File: src/hdl/shared_array_dual_stack_assert.svh
// assertion macros shared by the dual stack rtl
// expects clk and rst_n in the scope of each use
`ifndef SHARED_ARRAY_DUAL_STACK_ASSERT_SVH
`define SHARED_ARRAY_DUAL_STACK_ASSERT_SVH

// consequent holds in the same cycle as the antecedent
`define SADS_ASSERT_SAME(label, ante, cons, msg) \
    label: assert property (@(posedge clk) disable iff (!rst_n) (ante) |-> (cons)) \
        else $error(msg);

// consequent holds in the cycle after the antecedent
`define SADS_ASSERT_NEXT(label, ante, cons, msg) \
    label: assert property (@(posedge clk) disable iff (!rst_n) (ante) |=> (cons)) \
        else $error(msg);

`endif

File: src/hdl/sads_pkg.sv
// shared types and codes for the two-stacks-in-one-array block
// no dependencies
package sads_pkg;

    typedef logic [2:0] op_t;
    typedef logic [1:0] status_t;

    localparam op_t OP_PUSH_ONE  = 3'd0;
    localparam op_t OP_PUSH_TWO  = 3'd1;
    localparam op_t OP_POP_ONE   = 3'd2;
    localparam op_t OP_POP_TWO   = 3'd3;
    localparam op_t OP_CLEAR_ONE = 3'd4;
    localparam op_t OP_CLEAR_TWO = 3'd5;

    localparam status_t STATUS_DONE  = 2'd0;
    localparam status_t STATUS_FULL  = 2'd1;
    localparam status_t STATUS_EMPTY = 2'd2;

    localparam int EXT_BITS = 64;

    // memory request from the pointer logic
    typedef struct packed {
        logic wr;
        logic rd;
    } mem_cmd_t;

endpackage

File: src/hdl/sads_ctrl.sv
// stack pointers, operation decode and result registers
// depends on sads_pkg and shared_array_dual_stack_assert.svh
`include "shared_array_dual_stack_assert.svh"

module sads_ctrl #(
    parameter int DEPTH = 1024,
    parameter int AW    = 10
) (
    input  logic                clk,
    input  logic                rst_n,
    input  logic                accept,
    input  sads_pkg::op_t       op,
    output sads_pkg::mem_cmd_t  cmd,
    output logic [AW-1:0]       addr,
    output logic                done,
    output logic                pop_ok,
    output sads_pkg::status_t   status,
    output logic                first_empty,
    output logic                second_empty,
    output logic                both_full
);

    localparam logic [AW-1:0] TOP_IDX = AW'(DEPTH - 1);

    logic [AW-1:0]      lower_top_reg, lower_top_next;
    logic [AW-1:0]      upper_top_reg, upper_top_next;
    logic               done_reg;
    logic               pop_ok_reg, pop_ok_next;
    sads_pkg::status_t  status_reg, status_next;
    logic               full;

    assign full = (lower_top_reg == upper_top_reg);

    always_comb
    begin
        lower_top_next = lower_top_reg;
        upper_top_next = upper_top_reg;
        status_next    = sads_pkg::STATUS_DONE;
        pop_ok_next    = 1'b0;
        cmd            = '0;
        addr           = lower_top_reg;
        case (op)
            sads_pkg::OP_PUSH_ONE:
            begin
                if (full)
                begin
                    status_next = sads_pkg::STATUS_FULL;
                end
                else
                begin
                    cmd.wr         = accept;
                    lower_top_next = lower_top_reg + 1'b1;
                end
            end
            sads_pkg::OP_PUSH_TWO:
            begin
                addr = upper_top_reg;
                if (full)
                begin
                    status_next = sads_pkg::STATUS_FULL;
                end
                else
                begin
                    cmd.wr         = accept;
                    upper_top_next = upper_top_reg - 1'b1;
                end
            end
            sads_pkg::OP_POP_ONE:
            begin
                addr = lower_top_reg - 1'b1;
                if (lower_top_reg == '0)
                begin
                    status_next = sads_pkg::STATUS_EMPTY;
                end
                else
                begin
                    cmd.rd         = accept;
                    pop_ok_next    = 1'b1;
                    lower_top_next = lower_top_reg - 1'b1;
                end
            end
            sads_pkg::OP_POP_TWO:
            begin
                addr = upper_top_reg + 1'b1;
                if (upper_top_reg == TOP_IDX)
                begin
                    status_next = sads_pkg::STATUS_EMPTY;
                end
                else
                begin
                    cmd.rd         = accept;
                    pop_ok_next    = 1'b1;
                    upper_top_next = upper_top_reg + 1'b1;
                end
            end
            sads_pkg::OP_CLEAR_ONE:
            begin
                lower_top_next = '0;
            end
            sads_pkg::OP_CLEAR_TWO:
            begin
                upper_top_next = TOP_IDX;
            end
            default:
            begin
                // unused codes leave everything alone
            end
        endcase
    end

    always_ff @(posedge clk or negedge rst_n)
    begin
        if (!rst_n)
        begin
            lower_top_reg <= '0;
            upper_top_reg <= TOP_IDX;
            done_reg      <= 1'b0;
            pop_ok_reg    <= 1'b0;
            status_reg    <= sads_pkg::STATUS_DONE;
        end
        else
        begin
            done_reg <= accept;
            if (accept)
            begin
                lower_top_reg <= lower_top_next;
                upper_top_reg <= upper_top_next;
                pop_ok_reg    <= pop_ok_next;
                status_reg    <= status_next;
            end
        end
    end

    assign done         = done_reg;
    assign pop_ok       = pop_ok_reg;
    assign status       = status_reg;
    assign first_empty  = (lower_top_reg == '0);
    assign second_empty = (upper_top_reg == TOP_IDX);
    assign both_full    = full;

    `SADS_ASSERT_SAME(a_no_cross, 1'b1, lower_top_reg <= upper_top_reg,
        "stack pointers crossed")
    `SADS_ASSERT_NEXT(a_done_follows, accept, done_reg,
        "accepted item gave no result")
    `SADS_ASSERT_NEXT(a_refused_push_hold,
        accept && full && (op == sads_pkg::OP_PUSH_ONE || op == sads_pkg::OP_PUSH_TWO),
        $stable(lower_top_reg) && $stable(upper_top_reg) &&
            status_reg == sads_pkg::STATUS_FULL,
        "refused push moved a pointer")
    `SADS_ASSERT_SAME(a_pop_ok_status, done_reg && pop_ok_reg,
        status_reg == sads_pkg::STATUS_DONE,
        "good pop flagged with error status")
    `SADS_ASSERT_SAME(a_single_access, 1'b1, !(cmd.wr && cmd.rd),
        "read and write in the same cycle")

endmodule

File: config.mk
export PLATFORM = sky130hd
export DESIGN_NAME = sads_ctrl
export DESIGN_NICKNAME = d
export VERILOG_FILES = /design/src/hdl/sads_pkg.sv /design/src/hdl/sads_ctrl.sv
export VERILOG_INCLUDE_DIRS = /design/src /design/src/hdl
export SDC_FILE = /design/constraint.sdc
export NUM_CORES = 1
export LEC_CHECK = 0
export BUFFER_PORTS_ARGS = -buffer_cell sky130_fd_sc_hd__buf_2
export CORE_MARGIN = 10
export CORE_UTILIZATION = 50
export CTS_BUF_LIST = sky130_fd_sc_hd__clkbuf_8 sky130_fd_sc_hd__clkbuf_16
export CTS_CLUSTER_DIAMETER = 200
export CTS_CLUSTER_SIZE = 40
export DETAILED_ROUTE_END_ITERATION = 16
export GPL_TIMING_DRIVEN = 0
export PLACE_DENSITY = 0.69
export SLEW_MARGIN = 20
export SYNTH_ARGS = -nofsm -noshare
export SYNTH_HDL_FRONTEND = slang
export SYNTH_SLANG_ARGS = --single-unit
File: constraint.sdc
create_clock -name clk -period 5.3 [get_ports clk]
set_input_delay 1.59 -clock clk [delete_from_list [all_inputs] [get_ports clk]]
set_output_delay 1.59 -clock clk [all_outputs]
set_load 0.02 [all_outputs]
; ---- Word level (Yosys, flattened, before mapping)
; Cells that the tools add are included.
[classes]
n_reduce_logical = 7
addsub = 4
muxes = 19
n_eq_ne = 11
[op_table]
columns = cell, n
row1 = $pmux W10 S3, 3
row2 = $mux W10, 4
row3 = $add A10 B1 Y10 const B, 2
row4 = $sub A10 B1 Y10 const B, 2
row5 = $eq A10 B10 Y1, 1
row6 = $eq A10 B10 Y1 const B, 1
row7 = $logic_not A10 Y1, 1
row8 = $ne A2 B2 Y1 const B, 4
row9 = $reduce_and A4 Y1, 2
row10 = $mux W1, 7
row11 = $eq A3 B2 Y1 const B, 2
row12 = $eq A3 B3 Y1 const B, 2
row13 = $pmux W2 S3, 1
row14 = $reduce_bool A3 Y1, 2
row15 = $mux W2, 2
row16 = $pmux W1 S2, 2
row17 = $eq A3 B1 Y1 const B, 1
row18 = $logic_not A3 Y1, 1
row19 = $reduce_or A2 Y1, 1
[word_totals]
output_inout_bits = 19
regBits = 24
in_bits = 6
wordCells = 46

; ---- Depth between registers and ports, before layout
[logic_depth]
ltp_word = 3
depth_mapped = 10
ltp_nobuf = 7

; ---- Least setup slack after synthesis
; Ideal clock, no wire load.
[synth_timing]
path_type = input -> output
from = input port op[2]
to = output port addr[5]
t_required_ns = 3.710
setup_slack_ns = 0.639
cell_stages = 6
n_path_buf = 2
arrival_ns = 3.071
path_cell_list = buf_2 -> or3b_1 -> clkbuf_1 -> a21oi_1 -> nor3_1 -> nor3_1
[synth_via]
elab_chain_len = 2
elab_cells_between_ends = 4
cone_classes = eq/ne (3) / mux (1)
[synth_lines]
columns = item, line_no
row1 = start: declaration, sads_ctrl.sv:12  ; input sads_pkg::op_t op,
row2 = $eq A3 B2 Y1 / $eq A3 B1 Y1 (equally long branches), sads_ctrl.sv:42  ; case (op)
row3 = $pmux W10 S3 *, sads_ctrl.sv:42
row4 = end: declaration, sads_ctrl.sv:14  ; output logic [AW-1:0] addr,
; Every way passes the cells marked *; elsewhere a longest branch is shown, timed or not.

; ---- Worst setup path in the final report
[layout_timing]
from = input port op[1]
to = output port addr[9]
; The elaborated chain is that of the path after synthesis.

==> out/results.md <==
* **fraction of layout cells with a size suffix above 1** 0.201
* **CP Data Required Time** 3.71 ns
* **overall die width** 91.3 um
* **setup repair after global routing missed its margin** false
* **count of unique library cells instantiated by Yosys** 72
* **cell count of the worst reg-to-reg path** 10
* **I/O pin count** 25
* **global-route wire length before repair** 13000 um
* **number of antenna repair diodes** 0
* **Synth Area in Simple Gates** 0.278
* **total CTS buffers** 3
* **critical path arrival** 3.59 ns
* **number of buffer cells added on primary ports** 23
* **worst IR drop on VDD** 0.000254 V
* **remaining global-route overflow** 0
* **cell at the root of the clock tree** sky130_fd_sc_hd__clkbuf_8
* **Ys Warns** 0
* **post-CTS sizing** 0
* **number of cells on the worst hold path** 1
* **number of setup violations in the final report** 0
* **Net Count, Synth** 342
* **xor/xnor share of the synthesized area** 0.0551
* **vias post-DR** 2786
* **clock tree from TritonCTS** yes
* **number of post-CTS setup repair buffers** 0
* **clock skew** 0.00474 ns
* **leakage power total** 1.15 nW
* **DR WL/cell** 19.0 um
* **slew of the pin with the lowest slew margin** 1.08 ns
* **number of global-route vias before repair** 2438
* **combinational family with the most area after synthesis** compound AO/OA/AOI/OAI gates
* **met3 wire len** 804 um
* **sum of negative setup slack** 0 ns
* **worst setup margin** 0.120 ns
* **maximum buffer depth of the clock tree** 2
* **overall track demand over capacity in global routing** 0.185
* **upper clock frequency limit** 193 MHz
* **post-synthesis average cell area** 7.66 sq um
* **Adder-Cell Fraction of Synth Area** 0.0197
* **worst hold slack across all endpoints** 0.485 ns
* **share of cell area taken by muxes after synthesis** 0.0305
* **floorplan row count** 25
* **Iter 0 DRT Violations** 299
* **share of the clock period used by the worst path** 0.977
* **Max Used Layer** met4
* **worst-skew pair later-pin latency** 0.27 ns
* **largest net degree at the start of global routing** 25
* **Max Fanout on Critical Path** 10
* **DPL Wire Length** 5940 um
* **CTS H-Tree Depth** 1
* **gpl congestion** 0.956
* **min-delay worst type** register to register
* **kind of launch point of the worst setup path** input port
* **post-synthesis async set-or-reset flop share** 1.00
* **number of antenna violations at the first check in global routing** 0
* **Setup Crit Path Kind** input port to primary output
* **Post-layout nets** 370
* **number of remaining DRC errors** 0
* **post-synthesis instance area** 0.00254 sq mm
* **number of maximum-capacitance constraint violations** 0
* **total die area** 0.00834 sq mm
* **die height** 91.3 um
* **Post-Syn Instances** 332
* **detailed-route vias per instance** 6.54
* **number of max-slew violations in the final report** 0
* **DR WL met2** 3430 um
* **share of synthesized area occupied by flip-flops and latches** 0.241
* **worst slack after detailed placement** 0.146 ns
* **final critical-path required period** 5.18 ns
* **final-report hold violation count** 0
* **Std-Cell Core Area** 0.00482 sq mm
* **pwr/cell area** 450 mW/mm^2
* **WL met1** 3750 um
* **most common library cell in the layout ignoring fill and taps** sky130_fd_sc_hd__buf_2
* **Synth Area in Compound Gates** 0.288
* **layout overhead on the synthesized area** 10.4%
* **status** finished clean
* **relative slew slack** 0.280
* **most frequent cells in the layout** sky130_fd_sc_hd__buf_2, sky130_fd_sc_hd__nor2_1, sky130_fd_sc_hd__a21oi_1
* **clock edge transition at the registers on the reported setup and hold paths** 0.10 ns
* **starting utilization of the core area** 0.528
* **router iterations before antenna repair** 5
* **number of clock sinks seen by CTS** 24
* **hold-fix buffer count after cts** 0
* **most used flip-flop cell after synthesis** sky130_fd_sc_hd__dfrtp_1
* **crit end category** primary output
* **post-synthesis register bit count** 24
* **total detailed-routing wirelength** 8090 um
* **EDFF count, synth** 0
* **antenna-violating nets left** 0
## kinds of logic (layout without fill, tap and decap cells)
family | count (synthesis) | count (layout)
xor gates and xnor gates | 16 | 16
AOI/OAI and AO/OA | 105 | 105
DFF | 24 | 24
buffers and inverters | 50 | 77
adders and majority gates | 4 | 4
muxes | 7 | 7
and+or+nand+nor | 126 | 126
## worst max-delay path, stage by stage
cell and delay (ns):
sky130_fd_sc_hd__buf_2 0.16, sky130_fd_sc_hd__buf_2 0.23, sky130_fd_sc_hd__nor3b_1 0.89, sky130_fd_sc_hd__and2_1 0.24
sky130_fd_sc_hd__mux2i_1 0.09, sky130_fd_sc_hd__nand2_1 0.07, sky130_fd_sc_hd__and3_1 0.15, sky130_fd_sc_hd__buf_2 0.16
## power breakdown
group          switching [mW]  internal [mW]  leakage (nW)  total (mW)
combinational           0.496          0.299         0.832       0.795
sequential             0.0546          0.266         0.288       0.321
clock                  0.0658         0.0822        0.0339       0.148
## worst paths after layout
path / from / endpoint / slack [ns]
worst max-delay path: op[1] / addr[9] / 0.12
worst min-delay path: pop_ok / pop_ok / 0.49
worst max register to register: lower_top_reg[0] / lower_top_reg[0] / 2.49
worst min register to register: pop_ok / pop_ok / 0.49
max in group asynchronous: rst_n / upper_top_reg[4] / 3.62
min in group asynchronous: rst_n / lower_top_reg[8] / 1.30
## cell usage after synthesis (all sizes together), types with 3 or more instances
library cell  instances  area, sq um
or2                   6         37.5
nand4                 4         25.0
and3                  9         56.3
a211oi                3         22.5
a21oi                23          115
and2                  4         25.0
xor2                 13          114
a22oi                 5         37.5
o21ai                12         60.1
dfstp                10          263
or3b                  3         28.8
o31ai                14          105
nor4                  7         50.1
inv                  12         45.0
mux2                  3         37.5
nand3                12         60.1
nor3                 16         96.4
or4                   4         30.0
buf                  19          104
ha                    4         50.1
or3                   3         18.8
nand2                19         71.3
nor2                 27          101
a31oi                 3         18.8
xnor2                 3         26.3
dfrtp                14          350
mux2i                 4         40.0
and4                  3         26.3
o41ai                 9         78.8
o22ai                 7         43.8
clkbuf               18         70.1
## area by class of cell
class                      count  area (sq um)
buffer                        37           174
clock buffer                   4          66.3
fill                         485          2010
inverter                      13          48.8
multi-input combinational    258          1710
sequential                    24           613
tap                           67          83.8
timing repair buffer          23           115
## metal layers
metal | GRT usage | vias to the layer above
met5 | 0 | -
met4 | 0.0418 | 0
met3 | 0.0239 | 11
met2 | 0.268 | 161
met1 | 0.279 | 1317
li1 | - | 1297
## stage by stage
stage          power, mW  utilization  cell area, sq um  instances
2_1_floorplan      0.909            -              2540        332
3_3_place_gp        1.09        0.569              2740        422
3_5_place_dp        1.10        0.569              2740        422
4_1_cts             1.25        0.583              2810        426
5_1_grt             1.36        0.583              2810        426
6_report            1.26        0.583              2810        426
Power figures use the tool's default switching activity.
